**src/pgdb_pkg.sv**
```systemverilog
// package for the gray dither pixel converter: modes, stage payload types,
// config register indexes and the 16x16 dither threshold matrix
// no dependencies
package pgdb_pkg;

	localparam int CFG_IDX_W  = 1;
	localparam int CFG_DATA_W = 3;

	localparam logic [CFG_IDX_W-1:0] CFG_BPP   = 1'd0;
	localparam logic [CFG_IDX_W-1:0] CFG_BLEND = 1'd1;

	localparam logic [2:0] BPP_GRAY = 3'd1;
	localparam logic [2:0] BPP_565  = 3'd2;
	localparam logic [2:0] BPP_RGB  = 3'd3;
	localparam logic [2:0] BPP_RGBA = 3'd4;

	// reciprocal of 17 scaled by 4096, exact for 8-bit values
	localparam logic [7:0] RECIP_17 = 8'd241;

	typedef enum logic [2:0] {
		MODE_SKIP,
		MODE_GRAY_PLAIN,
		MODE_GRAY_BLEND,
		MODE_DITHER_PLAIN,
		MODE_DITHER_BLEND
	} mode_t;

	typedef struct packed {
		logic [7:0] src_byte0;
		logic [7:0] src_byte1;
		logic [7:0] src_byte2;
		logic [7:0] src_byte3;
		logic [3:0] row_phase;
		logic [3:0] col_phase;
		logic [7:0] dest_pixel;
	} pix_in_t;

	typedef struct packed {
		mode_t      mode;
		logic [7:0] gray;
		logic [3:0] level;
		logic [3:0] alpha;
		logic [3:0] row;
		logic [3:0] col;
		logic [7:0] dest;
	} luma_t;

	typedef struct packed {
		mode_t      mode;
		logic [3:0] level;
		logic [3:0] alpha;
		logic [7:0] dest;
	} mix_in_t;

	localparam logic [7:0] DITH_TAB [256] = '{
		8'd0, 8'd235, 8'd59, 8'd219, 8'd15, 8'd231, 8'd55, 8'd215,
		8'd2, 8'd232, 8'd56, 8'd217, 8'd12, 8'd229, 8'd52, 8'd213,
		8'd128, 8'd64, 8'd187, 8'd123, 8'd143, 8'd79, 8'd183, 8'd119,
		8'd130, 8'd66, 8'd184, 8'd120, 8'd140, 8'd76, 8'd180, 8'd116,
		8'd33, 8'd192, 8'd16, 8'd251, 8'd47, 8'd207, 8'd31, 8'd247,
		8'd34, 8'd194, 8'd18, 8'd248, 8'd44, 8'd204, 8'd28, 8'd244,
		8'd161, 8'd97, 8'd144, 8'd80, 8'd175, 8'd111, 8'd159, 8'd95,
		8'd162, 8'd98, 8'd146, 8'd82, 8'd172, 8'd108, 8'd156, 8'd92,
		8'd8, 8'd225, 8'd48, 8'd208, 8'd5, 8'd239, 8'd63, 8'd223,
		8'd10, 8'd226, 8'd50, 8'd210, 8'd6, 8'd236, 8'd60, 8'd220,
		8'd136, 8'd72, 8'd176, 8'd112, 8'd133, 8'd69, 8'd191, 8'd127,
		8'd138, 8'd74, 8'd178, 8'd114, 8'd134, 8'd70, 8'd188, 8'd124,
		8'd41, 8'd200, 8'd24, 8'd240, 8'd36, 8'd197, 8'd20, 8'd255,
		8'd42, 8'd202, 8'd26, 8'd242, 8'd38, 8'd198, 8'd22, 8'd252,
		8'd169, 8'd105, 8'd152, 8'd88, 8'd164, 8'd100, 8'd148, 8'd84,
		8'd170, 8'd106, 8'd154, 8'd90, 8'd166, 8'd102, 8'd150, 8'd86,
		8'd3, 8'd233, 8'd57, 8'd216, 8'd13, 8'd228, 8'd53, 8'd212,
		8'd1, 8'd234, 8'd58, 8'd218, 8'd14, 8'd230, 8'd54, 8'd214,
		8'd131, 8'd67, 8'd185, 8'd121, 8'd141, 8'd77, 8'd181, 8'd117,
		8'd129, 8'd65, 8'd186, 8'd122, 8'd142, 8'd78, 8'd182, 8'd118,
		8'd35, 8'd195, 8'd19, 8'd249, 8'd45, 8'd205, 8'd29, 8'd245,
		8'd32, 8'd193, 8'd17, 8'd250, 8'd46, 8'd206, 8'd30, 8'd246,
		8'd163, 8'd99, 8'd147, 8'd83, 8'd173, 8'd109, 8'd157, 8'd93,
		8'd160, 8'd96, 8'd145, 8'd81, 8'd174, 8'd110, 8'd158, 8'd94,
		8'd11, 8'd227, 8'd51, 8'd211, 8'd7, 8'd237, 8'd61, 8'd221,
		8'd9, 8'd224, 8'd49, 8'd209, 8'd4, 8'd238, 8'd62, 8'd222,
		8'd139, 8'd75, 8'd179, 8'd115, 8'd135, 8'd71, 8'd189, 8'd125,
		8'd137, 8'd73, 8'd177, 8'd113, 8'd132, 8'd68, 8'd190, 8'd126,
		8'd43, 8'd203, 8'd27, 8'd243, 8'd39, 8'd199, 8'd23, 8'd253,
		8'd40, 8'd201, 8'd25, 8'd241, 8'd37, 8'd196, 8'd21, 8'd254,
		8'd171, 8'd107, 8'd155, 8'd91, 8'd167, 8'd103, 8'd151, 8'd87,
		8'd168, 8'd104, 8'd153, 8'd89, 8'd165, 8'd101, 8'd149, 8'd85
	};

endpackage

```
**src/pgdb_pixel_if.sv**
```systemverilog
// source pixel channel: valid/ready handshake with the source bytes,
// dither phases and destination byte; no dependencies
interface pgdb_pixel_if;
	logic       valid;
	logic       ready;
	logic [7:0] src_byte0;
	logic [7:0] src_byte1;
	logic [7:0] src_byte2;
	logic [7:0] src_byte3;
	logic [3:0] row_phase;
	logic [3:0] col_phase;
	logic [7:0] dest_pixel;

	modport source (
		output valid, src_byte0, src_byte1, src_byte2, src_byte3,
		output row_phase, col_phase, dest_pixel,
		input  ready
	);
	modport sink (
		input  valid, src_byte0, src_byte1, src_byte2, src_byte3,
		input  row_phase, col_phase, dest_pixel,
		output ready
	);
endinterface

```
**src/pgdb_result_if.sv**
```systemverilog
// result channel: valid/ready handshake with the new destination byte
// and its write enable; no dependencies
interface pgdb_result_if;
	logic       valid;
	logic       ready;
	logic [7:0] out_pixel;
	logic       write_enable;

	modport source (output valid, out_pixel, write_enable, input ready);
	modport sink (input valid, out_pixel, write_enable, output ready);
endinterface

```
**src/pixel_gray_dither_blend.sv**
```systemverilog
// top level of the gray dither pixel converter: config registers and the
// four-stage pipeline; depends on pgdb_pkg, the two channel interfaces,
// pgdb_luma, pgdb_quant and pgdb_mix
//
//   channel   dir   handshake      contents
//   pixel     in    valid/ready    src_byte0..3, row_phase, col_phase, dest_pixel
//   result    out   valid/ready    out_pixel, write_enable
//   cfg       in    cfg_we         cfg_index, cfg_data
//
// one item per cycle while the result side is not stalled; the registered
// stages are luma, divide, dither and blend/output register
// each stage holds its item while the next one is full and stalled,
// so bubbles are squeezed out while the result waits
// reset clears the valid bits and sets bytes_per_pixel 4, blend off
module pixel_gray_dither_blend (
	input  logic                          clk,
	input  logic                          arst_n,
	input  logic                          cfg_we,
	input  logic [pgdb_pkg::CFG_IDX_W-1:0]  cfg_index,
	input  logic [pgdb_pkg::CFG_DATA_W-1:0] cfg_data,
	pgdb_pixel_if.sink                    pixel,
	pgdb_result_if.source                 result
);
	import pgdb_pkg::*;

	logic [2:0] bpp_q;
	logic       blend_q;
	pix_in_t    pix_in;
	logic       v_luma;
	logic       r_luma;
	luma_t      d_luma;
	logic       v_quant;
	logic       r_quant;
	mix_in_t    d_quant;

	always_ff @(posedge clk or negedge arst_n) begin
		if (!arst_n) begin
			bpp_q   <= BPP_RGBA;
			blend_q <= 1'b0;
		end else if (cfg_we) begin
			unique case (cfg_index)
				CFG_BPP:   bpp_q   <= cfg_data[2:0];
				CFG_BLEND: blend_q <= cfg_data[0];
				default: ;
			endcase
		end
	end

	assign pix_in.src_byte0  = pixel.src_byte0;
	assign pix_in.src_byte1  = pixel.src_byte1;
	assign pix_in.src_byte2  = pixel.src_byte2;
	assign pix_in.src_byte3  = pixel.src_byte3;
	assign pix_in.row_phase  = pixel.row_phase;
	assign pix_in.col_phase  = pixel.col_phase;
	assign pix_in.dest_pixel = pixel.dest_pixel;

	pgdb_luma u_luma (
		.clk       (clk),
		.arst_n    (arst_n),
		.bpp       (bpp_q),
		.blend     (blend_q),
		.in_valid  (pixel.valid),
		.in_ready  (pixel.ready),
		.in_data   (pix_in),
		.out_valid (v_luma),
		.out_ready (r_luma),
		.out_data  (d_luma)
	);

	pgdb_quant u_quant (
		.clk       (clk),
		.arst_n    (arst_n),
		.in_valid  (v_luma),
		.in_ready  (r_luma),
		.in_data   (d_luma),
		.out_valid (v_quant),
		.out_ready (r_quant),
		.out_data  (d_quant)
	);

	pgdb_mix u_mix (
		.clk          (clk),
		.arst_n       (arst_n),
		.in_valid     (v_quant),
		.in_ready     (r_quant),
		.in_data      (d_quant),
		.out_valid    (result.valid),
		.out_ready    (result.ready),
		.out_pixel    (result.out_pixel),
		.write_enable (result.write_enable)
	);
endmodule

```
**src/pgdb_luma.sv**
```systemverilog
// stage 1: format decode, rgb565 unpack and luma sum
// depends on pgdb_pkg
module pgdb_luma (
	input  logic            clk,
	input  logic            arst_n,
	input  logic [2:0]      bpp,
	input  logic            blend,
	input  logic            in_valid,
	output logic            in_ready,
	input  pgdb_pkg::pix_in_t in_data,
	output logic            out_valid,
	input  logic            out_ready,
	output pgdb_pkg::luma_t out_data
);
	import pgdb_pkg::*;

	mode_t       mode;
	logic [7:0]  r;
	logic [7:0]  g;
	logic [7:0]  b;
	logic [17:0] sum;
	logic        v_s1;
	luma_t       d_s1;

	always_comb begin
		if (blend && bpp == BPP_GRAY) begin
			mode = MODE_GRAY_BLEND;
		end else if (blend && bpp == BPP_RGBA) begin
			mode = (in_data.src_byte3 != 8'd0) ? MODE_DITHER_BLEND : MODE_SKIP;
		end else if (bpp == BPP_GRAY) begin
			mode = MODE_GRAY_PLAIN;
		end else if (bpp == BPP_565 || bpp == BPP_RGB || bpp == BPP_RGBA) begin
			mode = MODE_DITHER_PLAIN;
		end else begin
			mode = MODE_SKIP;
		end
	end

	always_comb begin
		if (bpp == BPP_565) begin
			r = {in_data.src_byte0[7:3], 3'b000};
			g = {in_data.src_byte0[2:0], in_data.src_byte1[7:5], 2'b00};
			b = {in_data.src_byte1[4:0], 3'b000};
		end else begin
			r = in_data.src_byte2;
			g = in_data.src_byte1;
			b = in_data.src_byte0;
		end
	end

	assign sum = 18'(r) * 18'd306 + 18'(g) * 18'd601 + 18'(b) * 18'd117;

	assign in_ready = !v_s1 || out_ready;

	always_ff @(posedge clk or negedge arst_n) begin
		if (!arst_n) begin
			v_s1 <= 1'b0;
		end else if (in_ready) begin
			v_s1 <= in_valid;
		end
	end

	always_ff @(posedge clk) begin
		if (in_valid && in_ready) begin
			d_s1.mode  <= mode;
			d_s1.gray  <= sum[17:10];
			d_s1.level <= in_data.src_byte0[7:4];
			d_s1.alpha <= (bpp == BPP_GRAY) ? in_data.src_byte0[3:0]
				: in_data.src_byte3[7:4];
			d_s1.row   <= in_data.row_phase;
			d_s1.col   <= in_data.col_phase;
			d_s1.dest  <= in_data.dest_pixel;
		end
	end

	assign out_valid = v_s1;
	assign out_data  = d_s1;
endmodule

```
**src/pgdb_quant.sv**
```systemverilog
// stages 2 and 3: divide by 17 and threshold lookup, then ordered dither
// compare that picks the 4-bit level in the dither modes; depends on pgdb_pkg
module pgdb_quant (
	input  logic              clk,
	input  logic              arst_n,
	input  logic              in_valid,
	output logic              in_ready,
	input  pgdb_pkg::luma_t   in_data,
	output logic              out_valid,
	input  logic              out_ready,
	output pgdb_pkg::mix_in_t out_data
);
	import pgdb_pkg::*;

	logic [15:0] prod;
	logic        v_s2;
	mode_t       mode_s2;
	logic [7:0]  gray_s2;
	logic [3:0]  level_s2;
	logic [3:0]  alpha_s2;
	logic [7:0]  dest_s2;
	logic [3:0]  q_s2;
	logic [7:0]  thr_s2;
	logic        rdy_s2;
	logic        rdy_s3;
	logic [4:0]  rem;
	logic [7:0]  scaled;
	logic        bump;
	logic [3:0]  level;
	logic        v_s3;
	mix_in_t     d_s3;

	assign prod = 16'(in_data.gray) * 16'(RECIP_17);

	assign rdy_s3   = !v_s3 || out_ready;
	assign rdy_s2   = !v_s2 || rdy_s3;
	assign in_ready = rdy_s2;

	always_ff @(posedge clk or negedge arst_n) begin
		if (!arst_n) begin
			v_s2 <= 1'b0;
			v_s3 <= 1'b0;
		end else begin
			if (rdy_s2) begin
				v_s2 <= in_valid;
			end
			if (rdy_s3) begin
				v_s3 <= v_s2;
			end
		end
	end

	always_ff @(posedge clk) begin
		if (in_valid && rdy_s2) begin
			mode_s2  <= in_data.mode;
			gray_s2  <= in_data.gray;
			level_s2 <= in_data.level;
			alpha_s2 <= in_data.alpha;
			dest_s2  <= in_data.dest;
			q_s2     <= prod[15:12];
			thr_s2   <= DITH_TAB[{in_data.row, in_data.col}];
		end
	end

	// remainder is 0..16; scaled is exactly 15 times it, close to 256/17 times it
	assign rem    = 5'(gray_s2 - {q_s2, 4'b0000} - 8'(q_s2));
	assign scaled = 8'(9'({rem, 4'b0000}) - 9'(rem));
	assign bump   = (q_s2 != 4'hF) && (scaled > thr_s2);

	always_comb begin
		if (mode_s2 == MODE_DITHER_PLAIN || mode_s2 == MODE_DITHER_BLEND) begin
			level = q_s2 + 4'(bump);
		end else begin
			level = level_s2;
		end
	end

	always_ff @(posedge clk) begin
		if (v_s2 && rdy_s3) begin
			d_s3.mode  <= mode_s2;
			d_s3.level <= level;
			d_s3.alpha <= alpha_s2;
			d_s3.dest  <= dest_s2;
		end
	end

	assign out_valid = v_s3;
	assign out_data  = d_s3;
endmodule

```
**src/pgdb_mix.sv**
```systemverilog
// stage 4: inversion, alpha blend against the destination nibble and
// output register; depends on pgdb_pkg
module pgdb_mix (
	input  logic              clk,
	input  logic              arst_n,
	input  logic              in_valid,
	output logic              in_ready,
	input  pgdb_pkg::mix_in_t in_data,
	output logic              out_valid,
	input  logic              out_ready,
	output logic [7:0]        out_pixel,
	output logic              write_enable
);
	import pgdb_pkg::*;

	logic [3:0] inv;
	logic [7:0] p_src;
	logic [7:0] p_dst;
	logic [4:0] blend_sum;
	logic [3:0] c;
	logic [7:0] pix;
	logic       we;
	logic       v_s4;
	logic [7:0] pix_s4;
	logic       we_s4;

	assign inv       = 4'hF - in_data.level;
	assign p_src     = 8'(inv) * 8'(in_data.alpha);
	assign p_dst     = 8'(in_data.dest[7:4]) * 8'(4'hF - in_data.alpha);
	assign blend_sum = 5'(p_src[7:4]) + 5'(p_dst[7:4]);
	assign c         = (in_data.alpha == 4'hF) ? inv : blend_sum[3:0];

	always_comb begin
		case (in_data.mode) inside
			MODE_GRAY_PLAIN, MODE_DITHER_PLAIN: begin
				pix = {inv, 4'hF};
				we  = 1'b1;
			end
			MODE_GRAY_BLEND, MODE_DITHER_BLEND: begin
				pix = {c, in_data.dest[3:0]};
				we  = 1'b1;
			end
			default: begin
				pix = in_data.dest;
				we  = 1'b0;
			end
		endcase
	end

	assign in_ready = !v_s4 || out_ready;

	always_ff @(posedge clk or negedge arst_n) begin
		if (!arst_n) begin
			v_s4 <= 1'b0;
		end else if (in_ready) begin
			v_s4 <= in_valid;
		end
	end

	always_ff @(posedge clk) begin
		if (in_valid && in_ready) begin
			pix_s4 <= pix;
			we_s4  <= we;
		end
	end

	assign out_valid    = v_s4;
	assign out_pixel    = pix_s4;
	assign write_enable = we_s4;
endmodule

```
**src/flat_wrapper.sv**
```systemverilog
// flat-port wrapper written by rule: the top's interface ports become plain ports
module pixel_gray_dither_blend_flat import pgdb_pkg::*;
  (clk, arst_n, cfg_we, cfg_index, cfg_data, pixel_valid, pixel_src_byte0, pixel_src_byte1, pixel_src_byte2, pixel_src_byte3, pixel_row_phase, pixel_col_phase, pixel_dest_pixel, pixel_ready, result_valid, result_out_pixel, result_write_enable, result_ready);
  pgdb_pixel_if pixel_i ();
  pgdb_result_if result_i ();
  input  logic clk;
  input  logic arst_n;
  input  logic cfg_we;
  input  logic [pgdb_pkg::CFG_IDX_W-1:0] cfg_index;
  input  logic [pgdb_pkg::CFG_DATA_W-1:0] cfg_data;
  input wire logic [$bits(pixel_i.valid)-1:0] pixel_valid;
  input wire logic [$bits(pixel_i.src_byte0)-1:0] pixel_src_byte0;
  input wire logic [$bits(pixel_i.src_byte1)-1:0] pixel_src_byte1;
  input wire logic [$bits(pixel_i.src_byte2)-1:0] pixel_src_byte2;
  input wire logic [$bits(pixel_i.src_byte3)-1:0] pixel_src_byte3;
  input wire logic [$bits(pixel_i.row_phase)-1:0] pixel_row_phase;
  input wire logic [$bits(pixel_i.col_phase)-1:0] pixel_col_phase;
  input wire logic [$bits(pixel_i.dest_pixel)-1:0] pixel_dest_pixel;
  output wire logic [$bits(pixel_i.ready)-1:0] pixel_ready;
  output wire logic [$bits(result_i.valid)-1:0] result_valid;
  output wire logic [$bits(result_i.out_pixel)-1:0] result_out_pixel;
  output wire logic [$bits(result_i.write_enable)-1:0] result_write_enable;
  input wire logic [$bits(result_i.ready)-1:0] result_ready;
  assign pixel_i.valid = pixel_valid;
  assign pixel_i.src_byte0 = pixel_src_byte0;
  assign pixel_i.src_byte1 = pixel_src_byte1;
  assign pixel_i.src_byte2 = pixel_src_byte2;
  assign pixel_i.src_byte3 = pixel_src_byte3;
  assign pixel_i.row_phase = pixel_row_phase;
  assign pixel_i.col_phase = pixel_col_phase;
  assign pixel_i.dest_pixel = pixel_dest_pixel;
  assign pixel_ready = pixel_i.ready;
  assign result_valid = result_i.valid;
  assign result_out_pixel = result_i.out_pixel;
  assign result_write_enable = result_i.write_enable;
  assign result_i.ready = result_ready;
  pixel_gray_dither_blend u_core (.clk(clk), .arst_n(arst_n), .cfg_we(cfg_we), .cfg_index(cfg_index), .cfg_data(cfg_data), .pixel(pixel_i), .result(result_i));
endmodule
```
**config.mk**
```make
export PLATFORM = sky130hd
export DESIGN_NAME = pixel_gray_dither_blend_flat
export DESIGN_NICKNAME = d
export VERILOG_FILES = /design/src/pgdb_pkg.sv /design/src/pgdb_pixel_if.sv /design/src/pgdb_result_if.sv /design/src/pixel_gray_dither_blend.sv /design/src/pgdb_luma.sv /design/src/pgdb_quant.sv /design/src/pgdb_mix.sv /design/src/flat_wrapper.sv
export SDC_FILE = /design/constraint.sdc
export NUM_CORES = 1
export LEC_CHECK = 0
export BUFFER_PORTS_ARGS = -buffer_cell sky130_fd_sc_hd__buf_2
export CORE_UTILIZATION = 55
export CTS_CLUSTER_SIZE = 20
export DETAILED_ROUTE_END_ITERATION = 8
export PLACE_DENSITY = 0.75
export SLEW_MARGIN = 40
export SYNTH_ARGS = -nofsm -noshare
export SYNTH_HDL_FRONTEND = slang
export SYNTH_SLANG_ARGS = --single-unit
export TNS_END_PERCENT = 10
```
**constraint.sdc**
```tcl
create_clock -name clk -period 7.21 [get_ports clk]
set_input_delay 1.442 -clock clk [delete_from_list [all_inputs] [get_ports clk]]
set_output_delay 1.442 -clock clk [all_outputs]
set_load 0.02 [all_outputs]
```
## Word level (Yosys, flattened, before mapping)

Memories as Yosys holds them, arrays and structs flattened. A register that Yosys moved wholly into a read port is not among the register bits.
Cells that the tools add are included.

| cells by class | value |
|---|---|
| bitwise logic cells | 2 |
| multiply operators | 6 |
| $lt $le $gt $ge | 1 |
| add/subtract/negate cells | 9 |
| muxes and demuxes | 13 |
| reduce and logical (&&, ||, !) cells | 23 |
| equal/unequal tests | 12 |

Operator list:

| kind | number |
|---|---|
| $mux 8 | 5 |
| $mul 8x8->16 const B | 2 |
| $add 17x18->18 | 1 |
| $add 18x15->18 | 1 |
| $mul 8x10->18 const B | 1 |
| $eq 3x2->1 const B | 5 |
| $mul 8x7->15 const B | 1 |
| $mux 4 | 3 |
| $eq 3x3->1 const B | 3 |
| $not 8->9 | 1 |
| $gt 8x8->1 | 1 |
| $mul 4x4->8 | 1 |
| $mul 5x5->8 | 1 |
| $reduce_bool 8->1 | 1 |
| $sub 8x5->8 | 1 |
| $logic_and 1x1->1 | 7 |
| $logic_or 1x1->1 | 7 |
| $eq 3x1->1 const B | 2 |
| $mux 3 | 2 |
| $sub 4x4->5 const A | 1 |
| $sub 5x4->5 | 1 |
| $sub 5x5->5 | 1 |
| $add 4x1->4 | 1 |
| $add 4x4->4 | 1 |
| other kinds (9) | 15 |

| word-level totals | value |
|---|---|
| input port bits | 57 |
| bits in registers | 99 |
| memories kept | 1 |
| ROM bits | 2,048 |
| output and inout port bits | 11 |

Memories:

| name | words | width | rd ports | clocked after memory_dff | wr ports | RTL line | source |
|---|---|---|---|---|---|---|---|
| (no name shown) | 256 | 8 | 1 | 1 | 0 | pgdb_quant.sv:61 | `thr_s2 <= DITH_TAB[{in_data.row, in_data.col}];` |

## Logic depth before layout (Yosys ltp)

| depth | value |
|---|---|
| depth in word-level cells | 7 |
| gate-level depth with buffers | 30 |

## Hierarchy

A second synthesis with hierarchy kept.

| second synthesis, totals | value |
|---|---|
| cell total of the unflattened synthesis | 1,080 |
| area total of the unflattened synthesis | 11,378.4 um^2 |

By module, submodules not included:

| module | area each (um^2) | cells an instance | instances | seq. area each (um^2) |
|---|---|---|---|---|
| pgdb_luma | 5,570.3 | 559 | 1 | 1,076.0 |
| pgdb_quant | 4,239.1 | 372 | 1 | 1,701.6 |
| pgdb_mix | 1,390.1 | 139 | 1 | 295.3 |
| pixel_gray_dither_blend | 178.9 | 10 | 1 | 101.3 |

## Worst setup path after synthesis

Ideal clock, no wire load.

| timing | value |
|---|---|
| path kind | input -> register |
| start | input port pixel_src_byte0[3] |
| end | register u_core.u_luma.d_s1, in the netlist u_core.u_luma.out_data[30], data pin |
| required time | 6,948 ps |
| cell stages on the path | 26 |
| setup slack | 237 ps |
| setup time | 262 ps |
| arrival | 6,711 ps |
| cells stage by stage | mux2i_1 -> inv_1 -> ha_1 -> ha_1 -> ha_1 -> inv_1 -> fa_1 -> inv_1 -> ha_1 -> a21o_1 -> a21oi_1 -> o21bai_1 -> a21oi_1 -> xnor2_1 -> ha_1 -> fa_1 -> inv_1 -> fa_1 -> inv_1 -> ha_1 -> inv_1 -> nor2_1 -> o21bai_2 -> o41ai_4 -> o21bai_1 -> xor2_1 |

| on the way | value |
|---|---|
| word-level cells in the longest chain between the ends | 4 |

RTL lines:

| item | RTL line | source |
|---|---|---|
| start, declared | flat_wrapper.sv:12 | `input wire logic [$bits(pixel_i.src_byte0)-1:0] pixel_src_byte0;` |
| $mux 8 | pgdb_luma.sv:40 | `if (bpp == BPP_565) begin` |
| $mul 8x8->16 | pgdb_luma.sv:51 | `assign sum = 18'(r) * 18'd306 + 18'(g) * 18'd601 + 18'(b) * 18'd117;` |
| $add 17x18->18 | pgdb_luma.sv:51 |  |
| $add 18x15->18 (*) | pgdb_luma.sv:51 |  |
| named net u_core.u_luma.sum[16] | pgdb_luma.sv:21 | `logic [17:0] sum;` |
| end, declared | pgdb_luma.sv:23 | `luma_t d_s1;` |

Mark *: on every way through the listed nets, which the timed path passes. The rest lies on a longest branch.
A chain may end at the register's enable or synchronous reset.

## Worst setup path in the final report

| timing | value |
|---|---|
| start | input port pixel_src_byte2[3] |
| end | register u_core.u_luma.d_s1, in the netlist u_core.u_luma.out_data[28], data pin |

| on the way | value |
|---|---|
| word-level cells in the longest chain between the ends | 4 |

RTL lines:

| item | RTL line | source |
|---|---|---|
| start, declared | flat_wrapper.sv:14 | `input wire logic [$bits(pixel_i.src_byte2)-1:0] pixel_src_byte2;` |
| $mux 8 | pgdb_luma.sv:40 |  |
| $mul 8x8->16 | pgdb_luma.sv:51 |  |
| $add 17x18->18 | pgdb_luma.sv:51 |  |
| $add 18x15->18 | pgdb_luma.sv:51 |  |
| named net u_core.u_luma.sum[14] | pgdb_luma.sv:21 |  |

The timed path passes the listed nets, and every way through them passes these cells.

==> metrics.md <==
| Metric | Value |
|---|---|
| Max Clock Skew | 10.99 ps |
| GR Overflow Total | 0 |
| CTS clock-pin slew for the worst setup and hold paths | 70 ps |
| WP data arrival | 7010 ps |
| Via count | 7,218 |
| Die width | 142.8 µm |
| Worst-Skew Late Latency | 350 ps |
| Post-CTS setup buffer count | 0 |
| Cell area after synthesis | 10,900 µm² |
| Top delay family on crit path | adder cells |
| TNS Setup | 0 ps |
| Area growth syn-to-layout | 9.932% |
| Hold_buf cts | 0 |
| Critical path startpoint category | input pin |
| First-pass detailed-route iteration total | 5 |
| Buf+Inv Stages, Crit Path | 7 |
| Status | complete, no violations |
| Yosys warns | 0 |
| Cts bufs inserted | 9 |
| Unique cell type count in the Yosys netlist | 65 |
| Crit path time final | 6907 ps |
| CTS tree | yes |
| First-pass GRT wire length | 34.32 mm |
| Yosys top cell area share | 27.28% |
| Fraction of layout cells with a size suffix above 1 | 12.26% |
| Syn_nets | 1,370 |
| CTS Sinks | 107 |
| Crit path capture type | flip-flop |
| Slowest-stage cell, CP | fa_1 |
| Seq/Total Area, Yosys | 29.13% |
| Cts repair resizes | 0 |
| Clk root buf | clkbuf_16 |
| Number of synthesized flops with an enable pin | 99 |
| Top_reg_cell synth | edfxtp_1 |
| Syn Inst Count | 1,021 |
| Clock Path Buffers | 2 |
| Vias in the first global route | 7,483 |
| Ports | 68 |
| Post-route cell area | 11,980 µm² |
| Syn avg cell area | 10.67 µm² |
| CP Class | input pin to flip-flop |
| Buffers on Ports | 67 |
| Pin count of the biggest net entering global routing | 36 |
| CTS H-tree lvls | 3 |
| Area contributors post-synth | edfxtp_1, ha_1, fa_1 |
| GPL Wtd Cong | 0.8974 |
| Tcrit/Tclk final | 95.80% |
| Fin. max-slew vios | 0 |
| Chip Height | 142.8 µm |
| Area leader, netlist | edfxtp_1 |
| Final setup fails | 0 |
| Hpwl dp | 16.91 mm |
| Mean number of vias per cell | 5.253 |
| Initial antenna violation count | 0 |
| N_diodes | 0 |
| Gr usage total | 21.88% |
| Core area | 19,460 µm² |
| Die area | 20,380 µm² |
| CP max FO | 3 |
| Worst-margin pin slew | 751.9 ps |
| WL/cell | 14.87 µm |
| CP peak stage delay | 530 ps |
| Starting density of the core | 55.99% |
| Placed Area | 11,630 µm² |
| Hold Vio Cnt, Final | 0 |
| ANT nets after route | 0 |
| DR DRC count | 0 |
| 1st-iter DRT viols | 328 |
| Layout Nets | 1,453 |
| Slew headroom | 49.88% |
| Worst EP required | 7310 ps |
| Asr flop ratio synth | 7.477% |
| Hold Path Class | flip-flop to flip-flop |
| Fmax | 144.8 MHz |
| RSZ-0062 raised after global routing | no |
| Row count | 51 |
| #FFs+latches synth | 107 |
| Max cap viols | 0 |
| Total length of routed wires | 20.43 mm |
-- layer usage --
| layer | routed length (µm) | part of all wire (%) | track usage, % | vias to the layer above |
|---|---|---|---|---|
| li1 | - | - | - | 3560 |
| met1 | 8645 | 42 | 26.38 | 3472 |
| met2 | 10560 | 52 | 40.35 | 152 |
| met3 | 771 | 3.8 | 2.482 | 34 |
| met4 | 451 | 2.2 | 7.527 | 0 |
| met5 | 0 | 0 | 0 | - |
-- sequential cells by signal, summed over array words and instances (netlist names) --
name                       count
u_core.u_mix.write_enable      1
u_core.u_quant.v_s2            1
u_core.u_quant.out_valid       1
u_core.u_luma.out_valid        1
u_core.u_quant.alpha_s2        4
u_core.u_luma.out_data        35
u_core.u_mix.out_valid         1
u_core.blend_q                 1
u_core.bpp_q                   3
u_core.u_quant.out_data       19
u_core.u_quant.dest_s2         8
u_core.u_quant.level_s2        4
u_core.u_quant.mode_s2         3
u_core.u_quant.gray_s2         5
u_core.u_quant.thr_s2          8
u_core.u_quant.q_s2            4
u_core.u_mix.out_pixel         8
-- cell usage after synthesis, types with 2 or more instances --
cell type / number
mux2_2: 9
mux4_2: 5
nand2b_1: 27
inv_1: 205
fa_1: 92
nor3_1: 9
a21oi_1: 43
o31ai_1: 3
buf_2: 3
ha_1: 200
a21o_1: 6
xnor2_1: 33
nand3_1: 14
a211oi_1: 3
xor2_1: 14
o21ai_0: 31
and2_1: 9
nand2_1: 81
and3_1: 7
a31oi_1: 3
dfrtp_1: 7
o211ai_1: 2
nor2_1: 27
o21bai_1: 6
clkbuf_1: 8
mux2i_1: 7
nor2b_1: 24
nand4_1: 5
edfxtp_1: 99
nor4_1: 4
-- per-stage QoR --
| stage | hold WS (ps) | setup slack, ps | instances | utilization, % |
|---|---|---|---|---|
| 6_report | 417.4 | 302.8 | 1374 | 61.55 |
| 5_1_grt | 426.2 | 18.16 | 1374 | 61.55 |
| 4_1_cts | 417.9 | 241.7 | 1373 | 61.39 |
| 3_5_place_dp | 404.5 | -103.0 | 1357 | 59.77 |
| 3_3_place_gp | 400.7 | 1.715 | 1357 | 59.77 |
| 2_1_floorplan | 400.3 | 236.9 | 1021 | - |
-- cell type report --
type / instances / area (µm²)
fillers: 1546 / 7483
multi-input cells: 695 / 6907
flip-flops and latches: 107 / 3174
inverters: 205 / 769.5
repair buffers: 86 / 481.7
well taps: 265 / 331.6
clock buffers: 13 / 291.5
clock inverters: 3 / 23.77
-- placed cells by master, fill, tap and decap left out, drive strengths merged, types with 4 or more instances in the layout --
cell type	instances
dfrtp	7
a211oi	4
o21bai	7
mux2	10
and3	7
and2	9
xnor2	33
a21oi	44
xor2	14
clkbuf	13
edfxtp	99
nor2b	24
o21ai	32
nor2	27
nand4	5
fa	92
mux2i	7
nand2b	27
ha	200
mux4	5
buf	86
nor3	9
nor4	4
nand3	14
a21o	6
inv	207
nand2	81
-- worst reg2reg max path: stages (launching register included) --
cell	delay, ps
dfrtp_1	460
or3b_2	650
nand2_1	140
nand2_1	80
ha_1	300
ha_1	270
inv_1	50
fa_1	510
fa_1	550
inv_1	40
ha_1	330
a21oi_1	220
o21bai_1	110
a21oi_2	170
xnor2_1	150
ha_1	280
fa_1	490
inv_1	50
fa_1	530
inv_1	40
ha_1	300
inv_1	80
nor2_1	40
o21bai_2	220
or2_1	250
a21oi_1	190
xnor2_1	90
-- worst paths after layout --
path / slack (ps) / cells past startpoint / startpoint / to
worst max-delay path: 300 / 27 / pixel_src_byte2[3] / u_core.u_luma.out_data[28]$_DFFE_PP_
worst min-delay path: 420 / 0 / u_core.u_quant.alpha_s2[0]$_DFFE_PP_ / u_core.u_quant.out_data[8]$_DFFE_PP_
worst max register to register: 360 / 26 / u_core.bpp_q[0]$_DFFE_PN0P_ / u_core.u_luma.out_data[28]$_DFFE_PP_
worst min register to register: 420 / 0 / u_core.u_quant.alpha_s2[0]$_DFFE_PP_ / u_core.u_quant.out_data[8]$_DFFE_PP_
max in group asynchronous: 6040 / 1 / arst_n / u_core.bpp_q[2]$_DFFE_PN1P_
min in group asynchronous: 930 / 1 / arst_n / u_core.u_quant.out_valid$_DFFE_PN0P_
-- cells by family (layout without fill, tap and decap cells) --
group	after synthesis	after routing	synth area share [%]
muxes	22	22	2.744
buffers and inverters	219	307	7.682
and+or+nand+nor	216	216	9.898
DFF	107	107	29.13
adders and majority gates	292	292	39.87
AOI/OAI and AO/OA	118	118	6.901
xor gates and xnor gates	47	47	3.778
Power is left out: the tool's default activity adds up to more than one toggle a clock period on the data nets, which glitch-free logic cannot reach.
